==> src/rtl/core/aspect_fit_display_rect_defines.svh <==
// ----------------------------------------------------------------------------
// Assertion macros for the aspect fit display rectangle block
// Shared property forms used by the checks at the end of the top level.
// ----------------------------------------------------------------------------
`ifndef ASPECT_FIT_DISPLAY_RECT_DEFINES_SVH
`define ASPECT_FIT_DISPLAY_RECT_DEFINES_SVH

// The consequent must hold in the same cycle as the antecedent.
`define AFDR_ASSERT_IMP(label, clk, rst_n, ante, cons, msg) \
  label: assert property (@(posedge clk) disable iff (!rst_n) (ante) |-> (cons)) \
    else $error(msg);

// The consequent must hold in the cycle after the antecedent.
`define AFDR_ASSERT_NXT(label, clk, rst_n, ante, cons, msg) \
  label: assert property (@(posedge clk) disable iff (!rst_n) (ante) |=> (cons)) \
    else $error(msg);

`endif

==> src/rtl/core/afdr_pkg.sv <==
// ----------------------------------------------------------------------------
// Aspect fit display rectangle package
// Constants shared by the stages of the aspect fit pipeline.
// ----------------------------------------------------------------------------
package afdr_pkg;

  localparam int COORD_BITS_DEF = 14;
  localparam int SAR_BITS       = 16;

endpackage

==> src/rtl/core/afdr_mul.sv <==
// ----------------------------------------------------------------------------
// Aspect fit multiply stages
// Two register stages that form the aspect products and the rounded dividends.
// ----------------------------------------------------------------------------
module afdr_mul #(
  parameter int CB = afdr_pkg::COORD_BITS_DEF
) (
  input  logic                                clk,
  input  logic [1:0]                          en,
  input  logic [CB-1:0]                       picture_width,
  input  logic [CB-1:0]                       picture_height,
  input  logic [afdr_pkg::SAR_BITS-1:0]       sar_num,
  input  logic [afdr_pkg::SAR_BITS-1:0]       sar_den,
  input  logic [CB-1:0]                       win_width,
  input  logic [CB-1:0]                       win_height,
  output logic [2*CB+afdr_pkg::SAR_BITS-1:0]  dvd_a,
  output logic [CB+afdr_pkg::SAR_BITS-1:0]    dvs_a,
  output logic [2*CB+afdr_pkg::SAR_BITS-1:0]  dvd_b,
  output logic [CB+afdr_pkg::SAR_BITS-1:0]    dvs_b
);
  import afdr_pkg::*;

  localparam int PW = CB + SAR_BITS;
  localparam int DW = 2 * CB + SAR_BITS;

  logic                sar_unk;
  logic [SAR_BITS-1:0] sn_e;
  logic [SAR_BITS-1:0] sd_e;
  logic [CB-1:0]       pw_e;
  logic [CB-1:0]       ph_e;
  logic [PW-1:0]       num_nxt;
  logic [PW-1:0]       den_nxt;
  logic [PW-1:0]       num_r;
  logic [PW-1:0]       den_r;
  logic [DW-1:0]       dvd_a_nxt;
  logic [DW-1:0]       dvd_b_nxt;
  logic [DW-1:0]       dvd_a_r;
  logic [DW-1:0]       dvd_b_r;
  logic [PW-1:0]       dvs_a_r;
  logic [PW-1:0]       dvs_b_r;

  // An unknown sample aspect counts as square pixels.
  always_comb begin
    sar_unk   = (sar_num == '0) || (sar_den == '0);
    sn_e      = sar_unk ? SAR_BITS'(1) : sar_num;
    sd_e      = sar_unk ? SAR_BITS'(1) : sar_den;
    pw_e      = (picture_width == '0) ? CB'(1) : picture_width;
    ph_e      = (picture_height == '0) ? CB'(1) : picture_height;
    num_nxt   = PW'(sn_e) * PW'(pw_e);
    den_nxt   = PW'(sd_e) * PW'(ph_e);
    dvd_a_nxt = DW'(win_height) * DW'(num_r) + DW'(den_r >> 1);
    dvd_b_nxt = DW'(win_width) * DW'(den_r) + DW'(num_r >> 1);
  end

  always_ff @(posedge clk) begin
    if (en[0]) begin
      num_r <= num_nxt;
      den_r <= den_nxt;
    end
    if (en[1]) begin
      dvd_a_r <= dvd_a_nxt;
      dvs_a_r <= den_r;
      dvd_b_r <= dvd_b_nxt;
      dvs_b_r <= num_r;
    end
  end

  assign dvd_a = dvd_a_r;
  assign dvs_a = dvs_a_r;
  assign dvd_b = dvd_b_r;
  assign dvs_b = dvs_b_r;

endmodule

==> config.mk <==
export PLATFORM = sky130hd
export DESIGN_NAME = afdr_mul
export DESIGN_NICKNAME = d
export VERILOG_FILES = /design/src/rtl/core/aspect_fit_display_rect_defines.svh /design/src/rtl/core/afdr_pkg.sv /design/src/rtl/core/afdr_mul.sv
export SDC_FILE = /design/constraint.sdc
export NUM_CORES = 2
export LEC_CHECK = 0
export ABC_AREA = 1
export BUFFER_PORTS_ARGS = -buffer_cell sky130_fd_sc_hd__buf_2
export CELL_PAD_IN_SITES_DETAIL_PLACEMENT = 1
export CELL_PAD_IN_SITES_GLOBAL_PLACEMENT = 1
export CORE_UTILIZATION = 41
export DETAILED_ROUTE_END_ITERATION = 7
export PLACE_DENSITY = 0.83
export SLEW_MARGIN = 20
export SYNTH_ARGS = -nofsm -noshare
export SYNTH_HDL_FRONTEND = slang
export SYNTH_SLANG_ARGS = --single-unit
==> constraint.sdc <==
create_clock -name clk -period 15.7 [get_ports clk]
set_clock_uncertainty 0.05 [all_clocks]
set_input_delay 1.57 -clock clk [delete_from_list [all_inputs] [get_ports clk]]
set_output_delay 1.57 -clock clk [all_outputs]
set_load 0.005 [all_outputs]
==> qor.yml <==
synth-seq-area-share_pct: 12.13
wl_mm: 167.2
insertion_delay_ps: 610
die_y_um: 356.4
synth_top_family_by_area: "adder cells"
critPathBufInv: 12
final_hold_viol_count: 0
critPathSlowestCell: "fa_1"
cts-root-buf: "clkbuf_16"
yosys-top-cells-count: "1929 x nand2_1, 1723 x inv_1, 1054 x fa_1"
dp_hpwl_mm: 140.3
yosys.cell_types.count: 31
tightest_slew_ps: 1154
core_um2: 124100
yosysTopAreaCell: "fa_1"
gp_congestion: 0.9183
critPathKind: "input port to flop"
yosys.area_share.simple_pct: 19.30
setup_viol: 0
yosys-top-cells-area: "fa_1 41%, nand2_1 14%, inv_1 13%"
finalCritPeriodShare_pct: 50.54
clk_pin_slew_ps: 60
slew_viol_final: 0
slew_headroom_pct: 22.81
yosysMostFrequentCell: "nand2_1"
row_count: 129
drt_iter0_markers: 2386
grt_start_max_net_pins: 81
synth_adder_area_share_pct: 50.85
critPathMaxStageDelay_ps: 530
layout_min_cycle_time_ps: 7935
viasPerCell: 5.145
crit_top_cell: "inv_1"
synthMuxAreaShare_pct: 0
grt_pass1_vias: 48150
drv_cap: 0
endpoint_kind: "flop"
grt_antenna_before_repair: 3
cp.arrival_ps: 8250
status: "finished with violations"
dr_total_vias: 42170
layout-drive-gt1-share_pct: 4.774
synth_area_um2: 51490
clock-sinks: 208
use_met3_pct: 4.046
worst_hold_slack_ps: 487.7
cts_tree: "done"
synth_top_area_share_pct: 40.98
grt_overflow: 0
drt_pass1_iterations: 7
yosysWarningCount: 0
dp.cells: 8146
crit_family: "adder cells"
die_w_um: 356.4
ys_ff_latch: 208
fmax_mhz: 126.0
grt_setup_unrepaired: "no"
cp_data_required_time_ps: 16010
fin_tns_setup_ps: 0
cts_max_level: 1
synth_cells: 6441
cp_max_fo: 30
die_area_um2: 127000
io_pins: 239
busiest_layer: "met2"
syn_to_final_growth_pct: 6.848
synthesis.nets: 7992
postCtsSetupRepairBufs: 0
avgRoutedWirePerCell_um: 20.40
final_cells: 8196
syn_avg_cell_area_um2: 7.994
cts_resized: 0
utilization_pct: 44.32
worstHoldPathType: "flop to flop"
drtAntennaViolNets: 0
use_met2_pct: 46.60
async_reset_ff_share_pct: 0
worstSetupStartpointType: "input port"
numCtsBuffers: 26
initial_core_util_pct: 41.48
synth_edf_count: 208
grtUsageTotal_pct: 26.73
drc_errors: 32
grt_pass1_wl_mm: 264.2
layout.nets: 8088
hold_buffers: 0
violations: "design-rule violations"
met1_usage_pct: 33.10
cts_buffer_depth: 3
synth-compound-area-share_pct: 2.231
synthFlopType: "edfxtp_1"
synth_xor_area_share_pct: 1.463
io_buffer_count: 238
logic make-up after synthesis:
| logic type | after synthesis |
|---|---|
| DFF | 208 |
| adders and majority gates | 1460 |
| and+or+nand+nor | 2554 |
| buffers and inverters | 1918 |
| xor gates and xnor gates | 86 |
| AOI/OAI and AO/OA | 215 |
stage by stage:
stage	worst slack (ps)	cell area, um^2
5_1_grt	7262	55010
3_5_place_dp	7002	54140
2_1_floorplan	8567	51490
4_1_cts	7654	55010
3_3_place_gp	7208	54140
6_report	7765	55020
layout make-up:
class,count,area [um^2]
sequential,208,6246
clock inverter,22,221.5
tap,1637,2048
inverter,1730,6494
multi-input combinational,4315,38020
clock buffer,26,650.6
fill,15240,69110
timing repair buffer,256,1333
antenna,2,5.005
cells in the final DEF (no fill, tap or decap), types with 4 or more instances in the layout:
cell	instances
a21o_1	6
a21oi_1	128
a31oi_1	8
and2_1	5
buf_2	237
buf_4	18
clkbuf_16	26
clkinv_1	11
clkinv_2	5
edfxtp_1	208
fa_1	1054
ha_1	406
inv_1	1723
nand2_1	1929
nand2_2	6
nand3_1	115
nand3b_1	4
nand4_1	29
nor2_1	412
nor2_2	5
nor3_1	36
nor4_1	9
o21a_1	5
o21ai_0	54
o21bai_1	13
xnor2_1	25
xor2_1	61
worst register-to-register path, stage by stage (launching register included):
cell      delay [ps]
edfxtp_1         980
inv_1            400
fa_1             650
inv_1             70
fa_1             510
fa_1             540
inv_1             70
fa_1             550
inv_1             60
fa_1             540
fa_1             440
ha_1             460
nand2_1          120
nor2_1           240
nand2_1          150
nor2_1           160
nand3_1          110
nand2_1           90
nor2_1            50
nand3_1           70
nand2_1           90
path summary, 6_finish.rpt:
check	cells past startpoint	end	startpoint	slack, ps
max reg2reg	20	dvd_a[38]$_DFFE_PP_	den_r[28]$_DFFE_PP_	9050
min	0	dvs_a[11]$_DFFE_PP_	den_r[11]$_DFFE_PP_	490
max	32	den_r[26]$_DFFE_PP_	sar_den[15]	7770
min reg2reg	0	dvs_a[11]$_DFFE_PP_	den_r[11]$_DFFE_PP_	490
state kept, by name (all words and copies together) (netlist names):
signal / flops
dvd_a: 44
dvs_a: 30
dvs_b: 30
dvd_b: 44
den_r: 30
num_r: 30
per-layer routing:
layer / vias up / share of wire [%]
li1: 18750 / -
met1: 21680 / 40
met2: 1374 / 49
met3: 365 / 6.4
met4: 2 / 4.2
met5: - / 0.0066
Power is left out: the tool's default activity adds up to more than one toggle a clock period on the data nets, which glitch-free logic cannot reach.
