$ cat src/rtl/core/aspect_fit_display_rect_defines.svh
// ----------------------------------------------------------------------------
// Assertion macros for the aspect fit display rectangle block
// Shared property forms used by the checks at the end of the top level.
// ----------------------------------------------------------------------------
`ifndef ASPECT_FIT_DISPLAY_RECT_DEFINES_SVH
`define ASPECT_FIT_DISPLAY_RECT_DEFINES_SVH

// The consequent must hold in the same cycle as the antecedent.
`define AFDR_ASSERT_IMP(label, clk, rst_n, ante, cons, msg) \
  label: assert property (@(posedge clk) disable iff (!rst_n) (ante) |-> (cons)) \
    else $error(msg);

// The consequent must hold in the cycle after the antecedent.
`define AFDR_ASSERT_NXT(label, clk, rst_n, ante, cons, msg) \
  label: assert property (@(posedge clk) disable iff (!rst_n) (ante) |=> (cons)) \
    else $error(msg);

`endif

$ cat src/rtl/core/afdr_pkg.sv
// ----------------------------------------------------------------------------
// Aspect fit display rectangle package
// Constants shared by the stages of the aspect fit pipeline.
// ----------------------------------------------------------------------------
package afdr_pkg;

  localparam int COORD_BITS_DEF = 14;
  localparam int SAR_BITS       = 16;

endpackage

$ cat src/rtl/core/afdr_place.sv
// ----------------------------------------------------------------------------
// Aspect fit placement stages
// Chooses the fit direction, then centers and clamps the rectangle.
// ----------------------------------------------------------------------------
module afdr_place #(
  parameter int CB = afdr_pkg::COORD_BITS_DEF
) (
  input  logic          clk,
  input  logic [1:0]    en,
  input  logic [CB:0]   quot_a,
  input  logic          ovf_a,
  input  logic [CB:0]   quot_b,
  input  logic          ovf_b,
  input  logic [CB-1:0] win_left,
  input  logic [CB-1:0] win_top,
  input  logic [CB-1:0] win_width,
  input  logic [CB-1:0] win_height,
  output logic [CB:0]   rect_x,
  output logic [CB:0]   rect_y,
  output logic [CB-1:0] rect_w,
  output logic [CB-1:0] rect_h
);
  import afdr_pkg::*;

  logic [CB:0]   wa_even;
  logic          fit_h;
  logic [CB-1:0] w_nxt;
  logic [CB-1:0] h_nxt;
  logic [CB-1:0] w_r;
  logic [CB-1:0] h_r;
  logic [CB-1:0] left_r;
  logic [CB-1:0] top_r;
  logic [CB-1:0] ww_r;
  logic [CB-1:0] wh_r;
  logic [CB-1:0] x_off;
  logic [CB-1:0] y_off;
  logic [CB:0]   rect_x_nxt;
  logic [CB:0]   rect_y_nxt;
  logic [CB-1:0] rect_w_nxt;
  logic [CB-1:0] rect_h_nxt;
  logic [CB:0]   rect_x_r;
  logic [CB:0]   rect_y_r;
  logic [CB-1:0] rect_w_r;
  logic [CB-1:0] rect_h_r;

  // Full window height is kept when the even width from it fits the window.
  always_comb begin
    wa_even = {quot_a[CB:1], 1'b0};
    fit_h   = !ovf_a && (wa_even <= (CB+1)'(win_width));
    if (fit_h) begin
      w_nxt = CB'(wa_even);
      h_nxt = win_height;
    end else begin
      w_nxt = win_width;
      h_nxt = ovf_b ? '1 : CB'({quot_b[CB:1], 1'b0});
    end
  end

  always_comb begin
    x_off      = (w_r <= ww_r) ? ((ww_r - w_r) >> 1) : '0;
    y_off      = (h_r <= wh_r) ? ((wh_r - h_r) >> 1) : '0;
    rect_x_nxt = (CB+1)'(left_r) + (CB+1)'(x_off);
    rect_y_nxt = (CB+1)'(top_r) + (CB+1)'(y_off);
    rect_w_nxt = (w_r == '0) ? CB'(1) : w_r;
    rect_h_nxt = (h_r == '0) ? CB'(1) : h_r;
  end

  always_ff @(posedge clk) begin
    if (en[0]) begin
      w_r    <= w_nxt;
      h_r    <= h_nxt;
      left_r <= win_left;
      top_r  <= win_top;
      ww_r   <= win_width;
      wh_r   <= win_height;
    end
    if (en[1]) begin
      rect_x_r <= rect_x_nxt;
      rect_y_r <= rect_y_nxt;
      rect_w_r <= rect_w_nxt;
      rect_h_r <= rect_h_nxt;
    end
  end

  assign rect_x = rect_x_r;
  assign rect_y = rect_y_r;
  assign rect_w = rect_w_r;
  assign rect_h = rect_h_r;

endmodule

$ cat config.mk
export PLATFORM = sky130hd
export DESIGN_NAME = afdr_place
export DESIGN_NICKNAME = d
export VERILOG_FILES = /design/src/rtl/core/aspect_fit_display_rect_defines.svh /design/src/rtl/core/afdr_pkg.sv /design/src/rtl/core/afdr_place.sv
export SDC_FILE = /design/constraint.sdc
export NUM_CORES = 1
export LEC_CHECK = 0
export ABC_AREA = 1
export BUFFER_PORTS_ARGS = -buffer_cell sky130_fd_sc_hd__buf_2
export CAP_MARGIN = 20
export CORE_UTILIZATION = 42
export CTS_CLUSTER_SIZE = 20
export DETAILED_ROUTE_END_ITERATION = 16
export GPL_TIMING_DRIVEN = 0
export PLACE_DENSITY_LB_ADDON = 0.08
export SYNTH_ARGS = -nofsm -noshare
export SYNTH_HDL_FRONTEND = slang
export SYNTH_SLANG_ARGS = --single-unit
$ cat constraint.sdc
create_clock -name clk -period 8.95 [get_ports clk]
set_input_delay 0.895 -clock clk [delete_from_list [all_inputs] [get_ports clk]]
set_output_delay 0.895 -clock clk [all_outputs]
set_load 0.01 [all_outputs]
==> results.md <==
* Status: finished clean
* CORE AREA at 19,460 sq um
* Routed vias at 6,282
* First-pass GRT wire length at 28,190 um
* Initial antenna violation count at 0
* Global route overflow at 0
* Initial Util at 42.95%
* Cells after synthesis at 890
* Syn_nets at between 1,000 and 1,500
* Worst-Margin Slew at 0.5017 ns
* Worst hold-check path type: reg2reg
* Ant diodes at 0
* Drt pass-1 iters at 5
* Worst EP required at 9.12 ns
* Vias in the first global route at 5,650
* Most used DFF post-synth: edfxtp_1
* Final Util at 51.57%
* Final hold violation count at 0
* Most common cell in the netlist: nand2_1
* Layout cells sized above 1 at 20.69%
* Nets at about 1,200
* Die area at 20,470 sq um
* Crit path kind: reg2reg
* Reg area at 4264 sq um
* Cell Area, Placed at 9467 sq um
* Commonest cells in the netlist: nand2_1 (223), edfxtp_1 (142), inv_1 (101), nor2_1 (80), ha_1 (67)
* Synth warn at 0
* Post-CTS Hold Buffers at 0
* Die width at 143.1 um
* HPWL Detailed at 14,270 um
* Top-area cell type share of the netlist area at 51.01%
* Design area at 10,040 sq um
* CTS tree: built
* Synth top area cells: edfxtp_1 (51%), ha_1 (10%), nand2_1 (10%)
* H-tree Lvls at 4
* Seq/Total Area, Yosys at 51.01%
* Worst path arrival time at 3.77 ns
* Final Cycle Share at 40.26%
* Num CTS Buffers at 17
* WL/cell at 13.37 um
* Clock Tree Root: clkbuf_16
* #FFs+latches synth at 142
* GPL Wtd Cong at 0.8871
* Initial DRC Count at 280
* MaxCap Viol Count at 0
* RSZ-0062 raised after global routing: false
* Worst VDD drop at 0.1305 mV
* Slew margin rel. at 66.56%
* Tmin final at approximately 3.6 ns
* Fill cells at 1,861
* Critical Path Start Type: flop
* Via-to-Cell Ratio at 4.713
* Asr flop ratio synth at 0%
* Port bufs at 145
* Die height at 143.1 um
* Io pins at about 150
* Total track usage at 18.21%
* Final setup vio count at 0
* Worst clock skew at 0.007150 ns
* Multi-input gate area at 3532 sq um
* Fin Hold WS at 0.5293 ns
* Post-synthesis cell area at between 8000 and 9000 sq um
* CP endpoint kind: flop
* Synth cell types at 39
* Pins Over Slew Limit at 0
* Worst-Skew Late Latency at between 0.4 and 0.5 ns
* Routed wire length at 17,820 um
* EDFF count, synth at 142
* Syn Area/Cell at 9.392 sq um
* Clk buf depth at 2
* Clock transition at path regs at 0.06 ns
* Area leader, netlist: edfxtp_1
* Maximum number of pins on one net before global-route repair at 60
* DR DRC count at 0
* Rows at 51
* Max Clk Rate at ~0.28 GHz
* Number of nets with antenna violations after routing at 0
* Static leakage at between 4 and 5 nW
* Cell Pwr Density at 220.9 nW/um^2
* Post-CTS sizing at 0
* Fin Setup TNS at 0 ns
* Critical Path Fanout Max at 9
* Layout area overhead at 20.06%
* Total clock sinks at around 140
* Post-CTS Repair Setup Buffers at 0
==> metal layers <==
layer  track usage, %  up-vias  routed length [um]
met5                0        -                   0
li1                 -     3319                   -
met2            27.06      146                7535
met1            26.59     2798                9362
met4            6.452        0                 236
met3            3.018       19                 688
==> metrics by stage <==
stage / setup slack (ns) / power, mW / instances
after floorplan: 5.915 / 1.346 / 890
after global placement: 5.401 / 1.546 / 1300
after detailed placement: 5.358 / 1.549 / 1302
after CTS: 5.346 / 2.238 / 1333
after global routing: 5.171 / 2.360 / 1333
final: 5.347 / 2.217 / 1333
==> cell type report <==
| cell class | instances | area share, % |
|---|---|---|
| Clock inverter | 14 | 1.434 |
| Multi-Input combinational cell | 610 | 35.20 |
| Inverter | 103 | 3.852 |
| Buffer | 35 | 1.758 |
| Clock buffer | 17 | 4.239 |
| Tap cell | 265 | 3.304 |
| Sequential cell | 142 | 42.49 |
| Timing Repair Buffer | 147 | 7.730 |
==> sequential cells by signal, summed over array words and instances, names as in the netlist <==
signal / flops
h_r: 14
left_r: 14
rect_h: 14
rect_w: 14
rect_x: 15
rect_y: 15
top_r: 14
w_r: 14
wh_r: 14
ww_r: 14
==> layout by cell type (no fill, tap or decap), drive strengths merged, types with 21 or more instances in the layout <==
cell type,count
nor2,80
o21ai,21
a21oi,54
edfxtp,142
inv,106
buf,155
ha,67
clkbuf,44
nand3,65
nand2,225
==> where the power goes <==
part / leakage [nW] / internal (mW) / total, mW / switching (mW)
combinational: 3.03 / 0.253 / 0.651 / 0.397
clock: 0.269 / 0.408 / 0.684 / 0.276
sequential: 1.39 / 0.853 / 0.882 / 0.0296
==> critical path, cell delays in order, from the launching register on <==
cell	delay, ns
edfxtp_1	0.46
ha_1	0.29
fa_1	0.46
o21ai_2	0.26
nand2_1	0.07
nand2_1	0.11
nand2_1	0.07
nand3_2	0.14
inv_2	0.09
nor2_1	0.16
ha_1	0.19
inv_1	0.05
fa_1	0.40
inv_1	0.11
nand3_1	0.07
nand2_1	0.14
nand4_1	0.10
nand3_1	0.10
xor2_1	0.06
==> final timing paths <==
kind | to | cells past startpoint | start | slack (ns)
setup reg to reg | rect_x[12] | 18 | w_r[0] | 5.35
hold reg to reg | rect_h[6] | 1 | h_r[6] | 0.53
setup / recovery | rect_x[12] | 18 | w_r[0] | 5.35
hold / removal | rect_h[6] | 1 | h_r[6] | 0.53
==> cell families after synthesis <==
| family | synth area share, % |
|---|---|
| buf+inv | 6.735 |
| compound gates | 6.212 |
| fa+ha+maj | 10.99 |
| xor+xnor | 3.353 |
| simple gates | 21.70 |
| flops | 51.01 |
Note: power is estimated with default switching activity, not from simulation.
